### src/esss_pkg.sv
package esss_pkg;

  // number of spectrum slots on a link
  localparam int SLOT_COUNT = 64;

  // field widths
  localparam int MASK_W = 64;
  localparam int NEED_W = 7;
  localparam int SLOT_W = 6;

  // lowest-slot search tree: groups of eight cells
  localparam int GROUP_W = 8;
  localparam int GIDX_W  = 3;
  localparam int GROUP_N = (SLOT_COUNT + GROUP_W - 1) / GROUP_W;
  localparam int PAD_W   = GROUP_N * GROUP_W;

  typedef logic [NEED_W-1:0] need_t;
  typedef logic [SLOT_W-1:0] slot_t;
  typedef logic [GIDX_W-1:0] gidx_t;

  // per-cycle commands broadcast along the cell row
  typedef struct packed {
    logic accum;  // and this link into the common mask
    logic load;   // last link: freeze the mask, start a window scan
    logic step;   // one window step, shift data one cell down
  } cell_ctrl_t;

  // lowest hits found by the search tree
  typedef struct packed {
    logic  exact_any;
    slot_t exact_start;
    logic  fit_any;
    slot_t fit_start;
  } hit_t;

endpackage

### src/esss_cell.sv
module esss_cell (
  input  logic                clk,
  input  logic                rst,
  input  esss_pkg::cell_ctrl_t ctrl,
  input  logic                link_bit,
  input  logic                left_bit,
  input  logic                shift_in,
  output logic                mask_bit,
  output logic                shift_bit,
  output logic                fit_bit,
  output logic                exact_bit
);

  logic free;   // running and of the link masks
  logic mbit;   // frozen common mask bit for the current search
  logic s;      // mask bit of the slot "steps" cells above
  logic acc;    // every slot of the window so far is free

  logic free_and;

  assign free_and = free & link_bit;

  always_ff @(posedge clk) begin
    if (rst) begin
      free <= 1'b1;
    end else if (ctrl.load) begin
      free <= 1'b1;
    end else if (ctrl.accum) begin
      free <= free_and;
    end
  end

  always_ff @(posedge clk) begin
    if (ctrl.load) begin
      mbit <= free_and;
      s    <= free_and;
      acc  <= 1'b1;
    end else if (ctrl.step) begin
      acc  <= acc & s;
      s    <= shift_in;
    end
  end

  assign mask_bit  = mbit;
  assign shift_bit = s;
  assign fit_bit   = acc;
  // run starts here, the slot below is taken and the slot just past it too
  assign exact_bit = acc & ~s & ~left_bit;

endmodule

### src/esss_find.sv
module esss_find (
  input  logic                        clk,
  input  logic [esss_pkg::PAD_W-1:0]  exact_vec,
  input  logic [esss_pkg::PAD_W-1:0]  fit_vec,
  output esss_pkg::hit_t              hit
);

  logic [esss_pkg::GROUP_N-1:0] e_any;
  logic [esss_pkg::GROUP_N-1:0] f_any;
  logic [esss_pkg::GROUP_N-1:0] e_any_next;
  logic [esss_pkg::GROUP_N-1:0] f_any_next;
  esss_pkg::gidx_t e_idx      [esss_pkg::GROUP_N];
  esss_pkg::gidx_t f_idx      [esss_pkg::GROUP_N];
  esss_pkg::gidx_t e_idx_next [esss_pkg::GROUP_N];
  esss_pkg::gidx_t f_idx_next [esss_pkg::GROUP_N];

  // first level: lowest set bit inside each group of eight
  always_comb begin
    for (int g = 0; g < esss_pkg::GROUP_N; g++) begin
      e_any_next[g] = 1'b0;
      f_any_next[g] = 1'b0;
      e_idx_next[g] = '0;
      f_idx_next[g] = '0;
      for (int j = esss_pkg::GROUP_W - 1; j >= 0; j--) begin
        if (exact_vec[g*esss_pkg::GROUP_W + j]) begin
          e_any_next[g] = 1'b1;
          e_idx_next[g] = esss_pkg::gidx_t'(j);
        end
        if (fit_vec[g*esss_pkg::GROUP_W + j]) begin
          f_any_next[g] = 1'b1;
          f_idx_next[g] = esss_pkg::gidx_t'(j);
        end
      end
    end
  end

  always_ff @(posedge clk) begin
    e_any <= e_any_next;
    f_any <= f_any_next;
    e_idx <= e_idx_next;
    f_idx <= f_idx_next;
  end

  // second level: lowest group with a hit
  always_comb begin
    hit = '0;
    for (int g = esss_pkg::GROUP_N - 1; g >= 0; g--) begin
      if (e_any[g]) begin
        hit.exact_any   = 1'b1;
        hit.exact_start = esss_pkg::slot_t'(g * esss_pkg::GROUP_W)
                          | esss_pkg::slot_t'(e_idx[g]);
      end
      if (f_any[g]) begin
        hit.fit_any   = 1'b1;
        hit.fit_start = esss_pkg::slot_t'(g * esss_pkg::GROUP_W)
                        | esss_pkg::slot_t'(f_idx[g]);
      end
    end
  end

endmodule

### src/exact_fit_spectrum_slot_search.sv
// channel | signals                                      | direction
// --------+----------------------------------------------+----------
// in      | in_valid, in_stall,                          | item in
//         | link_free_mask, required_slots, last_link    |
// out     | out_valid, out_stall,                        | item out
//         | found, exact_hole, start_slot                |
//
// an item that is not last only has its mask anded into the cells
// a last item is also anded in, then the cell row grows the window one slot
// per step, then the two tree levels register and pick the lowest hit
// (no scan when required_slots is zero or above the slot count)
// reset (rst, synchronous) marks every slot free and empties the output
// in_stall is high from a last item until its result item has been taken

module exact_fit_spectrum_slot_search (
  input  logic                         clk,
  input  logic                         rst,
  input  logic                         in_valid,
  output logic                         in_stall,
  input  logic [esss_pkg::MASK_W-1:0]  link_free_mask,
  input  logic [esss_pkg::NEED_W-1:0]  required_slots,
  input  logic                         last_link,
  output logic                         out_valid,
  input  logic                         out_stall,
  output logic                         found,
  output logic                         exact_hole,
  output logic [esss_pkg::SLOT_W-1:0]  start_slot
);

  typedef enum logic [2:0] {
    S_IDLE,   // taking link items
    S_SCAN,   // cell row grows the window one slot per cycle
    S_TREE,   // first tree level registers group hits
    S_PICK,   // second tree level picks the lowest group
    S_OUT     // result item waits to be taken
  } state_t;

  state_t              state;
  esss_pkg::need_t     cnt;      // window steps still to go
  logic                need_ok;  // required count is in range
  logic                accept;
  esss_pkg::cell_ctrl_t ctrl;
  esss_pkg::hit_t      hit;

  // cell row wiring, padded with zeros up to the tree width
  logic [esss_pkg::PAD_W-1:0]      exact_vec;
  logic [esss_pkg::PAD_W-1:0]      fit_vec;
  logic [esss_pkg::SLOT_COUNT-1:0] mask_row;
  logic [esss_pkg::SLOT_COUNT-1:0] shift_row;

  assign in_stall   = (state != S_IDLE);
  assign accept     = in_valid && !in_stall;
  assign ctrl.accum = accept;
  assign ctrl.load  = accept && last_link;
  assign ctrl.step  = (state == S_SCAN);

  // one cell per slot; the window data walks down toward slot 0
  for (genvar i = 0; i < esss_pkg::SLOT_COUNT; i++) begin : g_cell
    logic left_bit;
    logic shift_in;

    if (i == 0) begin : g_low
      assign left_bit = 1'b0;
    end else begin : g_mid
      assign left_bit = mask_row[i-1];
    end

    // no slot above the top one: reads as taken
    if (i == esss_pkg::SLOT_COUNT - 1) begin : g_top
      assign shift_in = 1'b0;
    end else begin : g_inner
      assign shift_in = shift_row[i+1];
    end

    esss_cell u_cell (
      .clk       (clk),
      .rst       (rst),
      .ctrl      (ctrl),
      .link_bit  (link_free_mask[i]),
      .left_bit  (left_bit),
      .shift_in  (shift_in),
      .mask_bit  (mask_row[i]),
      .shift_bit (shift_row[i]),
      .fit_bit   (fit_vec[i]),
      .exact_bit (exact_vec[i])
    );
  end

  if (esss_pkg::PAD_W > esss_pkg::SLOT_COUNT) begin : g_pad
    assign fit_vec[esss_pkg::PAD_W-1:esss_pkg::SLOT_COUNT]   = '0;
    assign exact_vec[esss_pkg::PAD_W-1:esss_pkg::SLOT_COUNT] = '0;
  end

  esss_find u_find (
    .clk       (clk),
    .exact_vec (exact_vec),
    .fit_vec   (fit_vec),
    .hit       (hit)
  );

  always_ff @(posedge clk) begin
    if (rst) begin
      state     <= S_IDLE;
      out_valid <= 1'b0;
    end else begin
      unique case (state)
        S_IDLE: begin
          if (ctrl.load) begin
            cnt     <= required_slots;
            need_ok <= (required_slots != '0) &&
                       (required_slots <= esss_pkg::need_t'(esss_pkg::SLOT_COUNT));
            // an out of range count finds nothing, skip the scan
            if ((required_slots != '0) &&
                (required_slots <= esss_pkg::need_t'(esss_pkg::SLOT_COUNT))) begin
              state <= S_SCAN;
            end else begin
              state <= S_TREE;
            end
          end
        end
        S_SCAN: begin
          cnt <= cnt - esss_pkg::need_t'(1);
          if (cnt == esss_pkg::need_t'(1)) begin
            state <= S_TREE;
          end
        end
        S_TREE: begin
          state <= S_PICK;
        end
        S_PICK: begin
          // an exact hole wins over the first fit block
          found      <= need_ok && (hit.exact_any || hit.fit_any);
          exact_hole <= need_ok && hit.exact_any;
          if (!need_ok) begin
            start_slot <= '0;
          end else if (hit.exact_any) begin
            start_slot <= hit.exact_start;
          end else if (hit.fit_any) begin
            start_slot <= hit.fit_start;
          end else begin
            start_slot <= '0;
          end
          out_valid <= 1'b1;
          state     <= S_OUT;
        end
        S_OUT: begin
          if (!out_stall) begin
            out_valid <= 1'b0;
            state     <= S_IDLE;
          end
        end
        default: begin
          state <= S_IDLE;
        end
      endcase
    end
  end

  // no new item is taken while a result waits
  a_out_blocks_in: assert property (@(posedge clk) disable iff (rst)
    out_valid |-> in_stall)
    else $error("input taken while a result waits");

  // one result per last item: it leaves after being taken
  a_single_out: assert property (@(posedge clk) disable iff (rst)
    (out_valid && !out_stall) |=> !out_valid)
    else $error("result shown twice");

  // a miss reports slot zero and no exact hole
  a_miss_clean: assert property (@(posedge clk) disable iff (rst)
    (out_valid && !found) |-> (start_slot == '0) && !exact_hole)
    else $error("miss with nonzero fields");

  // a last item always starts a search: the scan, or the tree if the scan is skipped
  a_load_to_scan: assert property (@(posedge clk) disable iff (rst)
    (accept && last_link) |=> (state == S_SCAN || state == S_TREE))
    else $error("last item did not start a search");

endmodule
### config.mk
export PLATFORM = sky130hd
export DESIGN_NAME = exact_fit_spectrum_slot_search
export DESIGN_NICKNAME = d
export VERILOG_FILES = /design/src/esss_pkg.sv /design/src/esss_cell.sv /design/src/esss_find.sv /design/src/exact_fit_spectrum_slot_search.sv
export SDC_FILE = /design/constraint.sdc
export NUM_CORES = 1
export LEC_CHECK = 0
export ABC_AREA = 1
export BUFFER_PORTS_ARGS = -buffer_cell sky130_fd_sc_hd__buf_2
export CAP_MARGIN = 20
export CORE_ASPECT_RATIO = 1.75
export CORE_MARGIN = 4
export CORE_UTILIZATION = 45
export CTS_CLUSTER_DIAMETER = 100
export DETAILED_ROUTE_END_ITERATION = 8
export MAX_ROUTING_LAYER = met4
export SLEW_MARGIN = 40
export SYNTH_ARGS = -nofsm -noshare
export SYNTH_HDL_FRONTEND = slang
export SYNTH_HIERARCHICAL = 1
export SYNTH_SLANG_ARGS = --single-unit
export TNS_END_PERCENT = 50
### constraint.sdc
create_clock -name clk -period 16.1 [get_ports clk]
set_input_delay 1.61 -clock clk [delete_from_list [all_inputs] [get_ports clk]]
set_output_delay 1.61 -clock clk [all_outputs]
set_load 0.01 [all_outputs]
==> run_results.csv, run 1 <==
group,metric,value,unit
detailed_routing,dr.pass1.iters,4,
cts,numCtsBuffers,31,
grt,gr-usage-all-layers,17.64,%
sta,grt_setup_unrepaired,"false",
detailed_routing,antenna_left,0,
layout,drive_above_1_share,12.82,%
sta,finClkSkew,0.01490,ns
outcome,status,"finished clean",
cts,ctsResizeCount,0,
placement,portBuffers,85,
sta,setup-violations-final,0,
detailed_routing,drc,0,
setup_path,rrSetupSlack,12.45,ns
cts,clkLatencyLatePin,0.56,ns
cts,clk_pin_slew,0.07,ns
cts,cts_max_level,1,
placement,dp.final_hpwl,21430,um
layout,diodes,0,
power,p_per_area,168.0,nW/um2
sta,hold_viol_final,0,
grt,grt-ovfl-total,0,
synth,syn_inst,1879,
floorplanning,dieArea,36160,um2
cts,tritoncts,"built",
power,ir_drop,0.09006,mV
setup_path,crit_fanout,101,
detailed_routing,via_per_inst,4.738,
placement,place.gp.congestion,0.8292,
sta,min_period_over_period,25.74,%
grt,grt_pass1_wl,52600,um
sta,tightest_slew,0.6959,ns
sta,setup_ws,11.96,ns
layout,area_growth,13.33,%
setup_path,startpoint_type,"primary input",
sta,setup-tns-final,0,ns
layout,nNetsFinal,2075,
setup_path,crit_path_end_kind,"flip-flop",
floorplanning,core_region_area,32440,um2
setup_path,critical_path_class,"primary input to flip-flop",
sta,slew_violations,0,
setup_path,cp.required,16.37,ns
sta,fin_hold_ws,0.4572,ns
worst_hold_path,min_path_type,"flip-flop to flip-flop",
floorplanning,fp-row-count,87,
grt,antenna_found_initial,0,
detailed_routing,wl_per_cell,12.81,um
setup_path,cp.arrival,4.42,ns
cts,cts-root-buf,"clkbuf_16",
floorplanning,initial_utilization,45.88,%
sta,layout_min_cycle_time,4.143,ns
detailed_routing,vias,11470,
detailed_routing,drt_iter0_drc,500,
floorplanning,die_h,248.6,um
placement,dpl-instance-area,15790,um2
grt,grt_pass1_vias,11400,
synth,synth_area_per_cell,7.920,um2
power,cellLeakagePower,8.265,nW
sta,maxSlewHeadroom,53.60,%
floorplanning,io-pin-count,86,
sta,fmax,241.3,MHz
layout,finalInstanceArea,16870,um2
synth,synth_area,14880,um2
floorplanning,die_w,145.5,um
placement,place_ws,11.24,ns
cts,ctsHoldBuffers,0,
flow_run,drv_cap,0,
synth,synth_warnings,6,
cts,clock-sinks,339,
cts,clockBufferDepth,3,
grt,grt_max_degree,174,
detailed_routing,wirelength,31010,um
cts,cts_setup_buffers,0,
[path summary, 6_finish.rpt]
| path | startpoint | endpoint | depth (start not counted) |
|---|---|---|---|
| setup reg to reg | state[2] | g_cell[18].u_cell/shift_bit | 9 |
| setup / recovery | in_valid | g_cell[18].u_cell/shift_bit | 9 |
| hold reg to reg | g_cell[19].u_cell/free | g_cell[19].u_cell/free | 2 |
| hold / removal | g_cell[19].u_cell/free | g_cell[19].u_cell/free | 2 |
[registers in the layout, summed over array words and instances, names as in the netlist]
name,cells
u_find/e_idx,24
u_find/e_any,8
g_cell.u_cell/shift_bit,64
g_cell.u_cell/mask_bit,63
u_find/f_any,8
g_cell.u_cell/free,64
start_slot,6
state,3
out_valid,1
exact_hole,1
g_cell.u_cell/fit_bit,64
cnt,7
u_find/f_idx,24
found,1
need_ok,1
[critical path: stages]
cell and delay (ns):
buf_2 0.09, inv_1 0.06, nor2_4 0.10, buf_6 0.50, nand2_1 0.36, inv_12 0.34
buf_16 0.38, buf_6 0.59, or2_1 0.20
[final cells by class]
class                   count  area, um2
repair buffers             92      509.2
multi-input cells        1191       5301
flip-flops and latches    339       8218
well taps                 400      500.5
inverters                 342       1296
fillers                  3107      15570
clock inverters            14      150.1
clock buffers              43      890.9
[stage by stage]
stage          total power (W)  utilization (%)  instances
2_1_floorplan         0.001938                -       1880
3_3_place_gp          0.002083            48.65       2363
3_5_place_dp          0.002109            48.69       2363
4_1_cts               0.002868            51.90       2420
5_1_grt               0.003059            51.99       2421
6_report              0.002834            51.99       2421
[power breakdown]
part	switching (W)	total [W]	internal, W
sequential	0.000170	0.00134	0.00117
clock	0.000316	0.000750	0.000434
combinational	0.000468	0.000746	0.000279
total	0.000954	0.00283	0.00188
[cell usage in the layout, fill, tap and decap left out, types with 5 or more instances in the layout]
| cell type | count |
|---|---|
| clkbuf_16 | 31 |
| dfxtp_1 | 196 |
| clkbuf_8 | 7 |
| inv_2 | 65 |
| o21ai_0 | 21 |
| clkinv_2 | 9 |
| nor4_1 | 17 |
| o21ai_1 | 64 |
| or2_1 | 66 |
| clkbuf_1 | 5 |
| edfxtp_1 | 143 |
| inv_1 | 276 |
| nand3_1 | 79 |
| nor2_2 | 7 |
| a21oi_1 | 83 |
| nor3_1 | 38 |
| or2_2 | 34 |
| a211oi_1 | 6 |
| buf_2 | 85 |
| o31ai_1 | 7 |
| nor2_1 | 186 |
| nand2_1 | 559 |
[layer usage]
layer	routed length (um)	vias to the layer above	track usage, %
met1	12990	5138	19.73
met4	932	0	5.786
met3	943	59	1.985
met5	0	-	-
met2	16140	157	32.62
li1	-	6117	-
(Power assumes the default switching activity.)
==> inputs of run 2 (changes only) <==
- clock period: 16.1 -> 4 ns (I/O delays scaled with it)
==> run_results.csv, run 2 (synthesized netlist as in run 1, its figures left out) <==
group,metric,value,unit
cts,ctsResizeCount,0,
detailed_routing,via_per_inst,4.793,
setup_path,regToRegStartpoint,"state[2]",
worst_hold_path,hold_path_startpoint,"link_free_mask[63]",
setup_path,startpoint_type,"flip-flop",
sta,finClkSkew,0.009482,ns
placement,dp.final_hpwl,22120,um
cts,ctsHoldBuffers,0,
cts,cts-root-buf,"clkbuf_16",
layout,drive_above_1_share,13.07,%
power,p_per_area,674.8,nW/um2
sta,tightest_slew,0.7747,ns
setup_path,crit_path_end_kind,"flip-flop",
placement,dp.cells,2369,
worst_hold_path,min_path_type,"primary input to flip-flop",
floorplanning,initial_utilization,45.88,%
layout,final_common_cell,"nand2_1",
worst_hold_path,worst_hold_path.num_cells,3,
grt,grt_max_degree,81,
grt,grt_pass1_vias,11360,
sta,grt_setup_unrepaired,"false",
sta,maxSlewHeadroom,48.35,%
setup_path,cp.arrival,2.45,ns
sta,layout_min_cycle_time,2.129,ns
layout,nNetsFinal,2081,
setup_path,critical_path.startpoint,"state[2]",
detailed_routing,wl_per_cell,12.77,um
cts,cts_max_level,1,
setup_path,worstReg2RegEnd,"g_cell[19].u_cell/shift_bit",
cts,clkLatencyLatePin,0.56,ns
cts,clk_pin_slew,0.06,ns
cts,numCtsBuffers,31,
layout,diodes,0,
sta,min_period_over_period,53.21,%
grt,gr-usage-all-layers,17.49,%
cts,clock-sinks,339,
setup_path,crit_fanout,53,
detailed_routing,drc,0,
power,power,0.01145,W
placement,portBuffers,85,
layout,n_fill_cell,3168,
floorplanning,die_h,248.6,um
layout,final_cells,2427,
detailed_routing,drt_iter0_drc,486,
layout,final_cell_mix,"nand2_1, inv_1, dfxtp_1",
setup_path,critical_path_class,"flip-flop to flip-flop",
setup_path,cp.required,4.32,ns
detailed_routing,vias,11630,
floorplanning,core_region_area,32440,um2
power,cellLeakagePower,8.287,nW
placement,place.gp.congestion,0.8198,
outcome,status,"finished clean",
detailed_routing,antenna_left,0,
cts,tritoncts,"built",
floorplanning,dieArea,36160,um2
setup_path,reg2reg_depth,8,
sta,setup-violations-final,0,
grt,grt_pass1_wl,52210,um
flow_run,drv_cap,0,
sta,fmax,469.8,MHz
detailed_routing,dr.pass1.iters,5,
layout,area_growth,14.03,%
grt,grt-ovfl-total,0,
floorplanning,io-pin-count,86,
cts,clockBufferDepth,3,
detailed_routing,wirelength,30990,um
power,ir_drop,0.3896,mV
worst_hold_path,min_to,"g_cell[63].u_cell/free",
floorplanning,fp-row-count,87,
sta,slew_violations,0,
grt,antenna_found_initial,0,
sta,hold_viol_final,0,
setup_path,rrSetupSlack,1.87,ns
floorplanning,die_w,145.5,um
cts,cts_setup_buffers,0,
run 2: cell types whose count changed in the layout (fill, tap and decap cells not counted), sizes merged:
cell	delta
clkinvlp	+3
clkbuf	-2
buf	+6
bufinv	+1
inv	-2
run 2: worst max path at each step:
| stage | endpoint | slack, ns | depth (start not counted) |
|---|---|---|---|
| after floorplan | g_cell[0].u_cell/shift_bit | -0.67 | 6 |
| after global placement | g_cell[44].u_cell/shift_bit | 1.51 | 7 |
| after detailed placement | g_cell[44].u_cell/shift_bit | 1.48 | 7 |
| after CTS | g_cell[44].u_cell/shift_bit | 1.51 | 7 |
| after global routing | g_cell[50].u_cell/shift_bit | 1.75 | 9 |
| final | g_cell[19].u_cell/shift_bit | 1.87 | 8 |
run 2: routing by layer:
| layer | track usage (%) | vias to the layer above | part of all wire, % |
|---|---|---|---|
| met3 | 1.803 | 53 | 3.1 |
| met4 | 5.134 | 0 | 2.6 |
| met5 | - | - | 0 |
| met2 | 33.02 | 164 | 53 |
| met1 | 19.32 | 5281 | 41 |
| li1 | - | 6134 | - |
run 2: per-stage QoR:
| step | hold slack (ns) | setup TNS (ns) | cell area (um2) | worst slack, ns | util (%) |
|---|---|---|---|---|---|
| floorplan | 0.4237 | -113.44 | 14920 | -0.6692 | - |
| global placement | 0.4377 | 0 | 15910 | 1.513 | 49.04 |
| detailed placement | 0.4422 | 0 | 15910 | 1.480 | 49.04 |
| CTS | 0.03761 | 0 | 16940 | 1.512 | 52.23 |
| global route | 0.07662 | 0 | 16970 | 1.748 | 52.31 |
| finish | 0.07470 | 0 | 16970 | 1.871 | 52.31 |
run 2: critical path, cell delays in order, from the launching register on:
cell	delay [ns]
dfxtp_4	0.39
inv_4	0.05
nand3_4	0.11
nor2_4	0.05
nand2_2	0.09
clkinvlp_4	0.38
buf_16	0.32
buf_12	0.20
or2_1	0.24
run 2: area by class of cell:
cell class / count / area, um2 / area share (%)
sequential: 339 / 8225 / 48.47
clock inverter: 16 / 180.2 / 1.062
timing repair buffer: 98 / 605.6 / 3.569
tap: 400 / 500.5 / 2.949
multi-input combinational: 1191 / 5311 / 31.30
clock buffer: 41 / 854.6 / 5.036
inverter: 342 / 1292 / 7.616
run 2: power breakdown:
part           internal (W)  leakage (nW)  switching (W)
clock               0.00175         0.504        0.00126
sequential          0.00470          2.97       0.000686
combinational       0.00116          4.82        0.00189
total               0.00761          8.29        0.00384
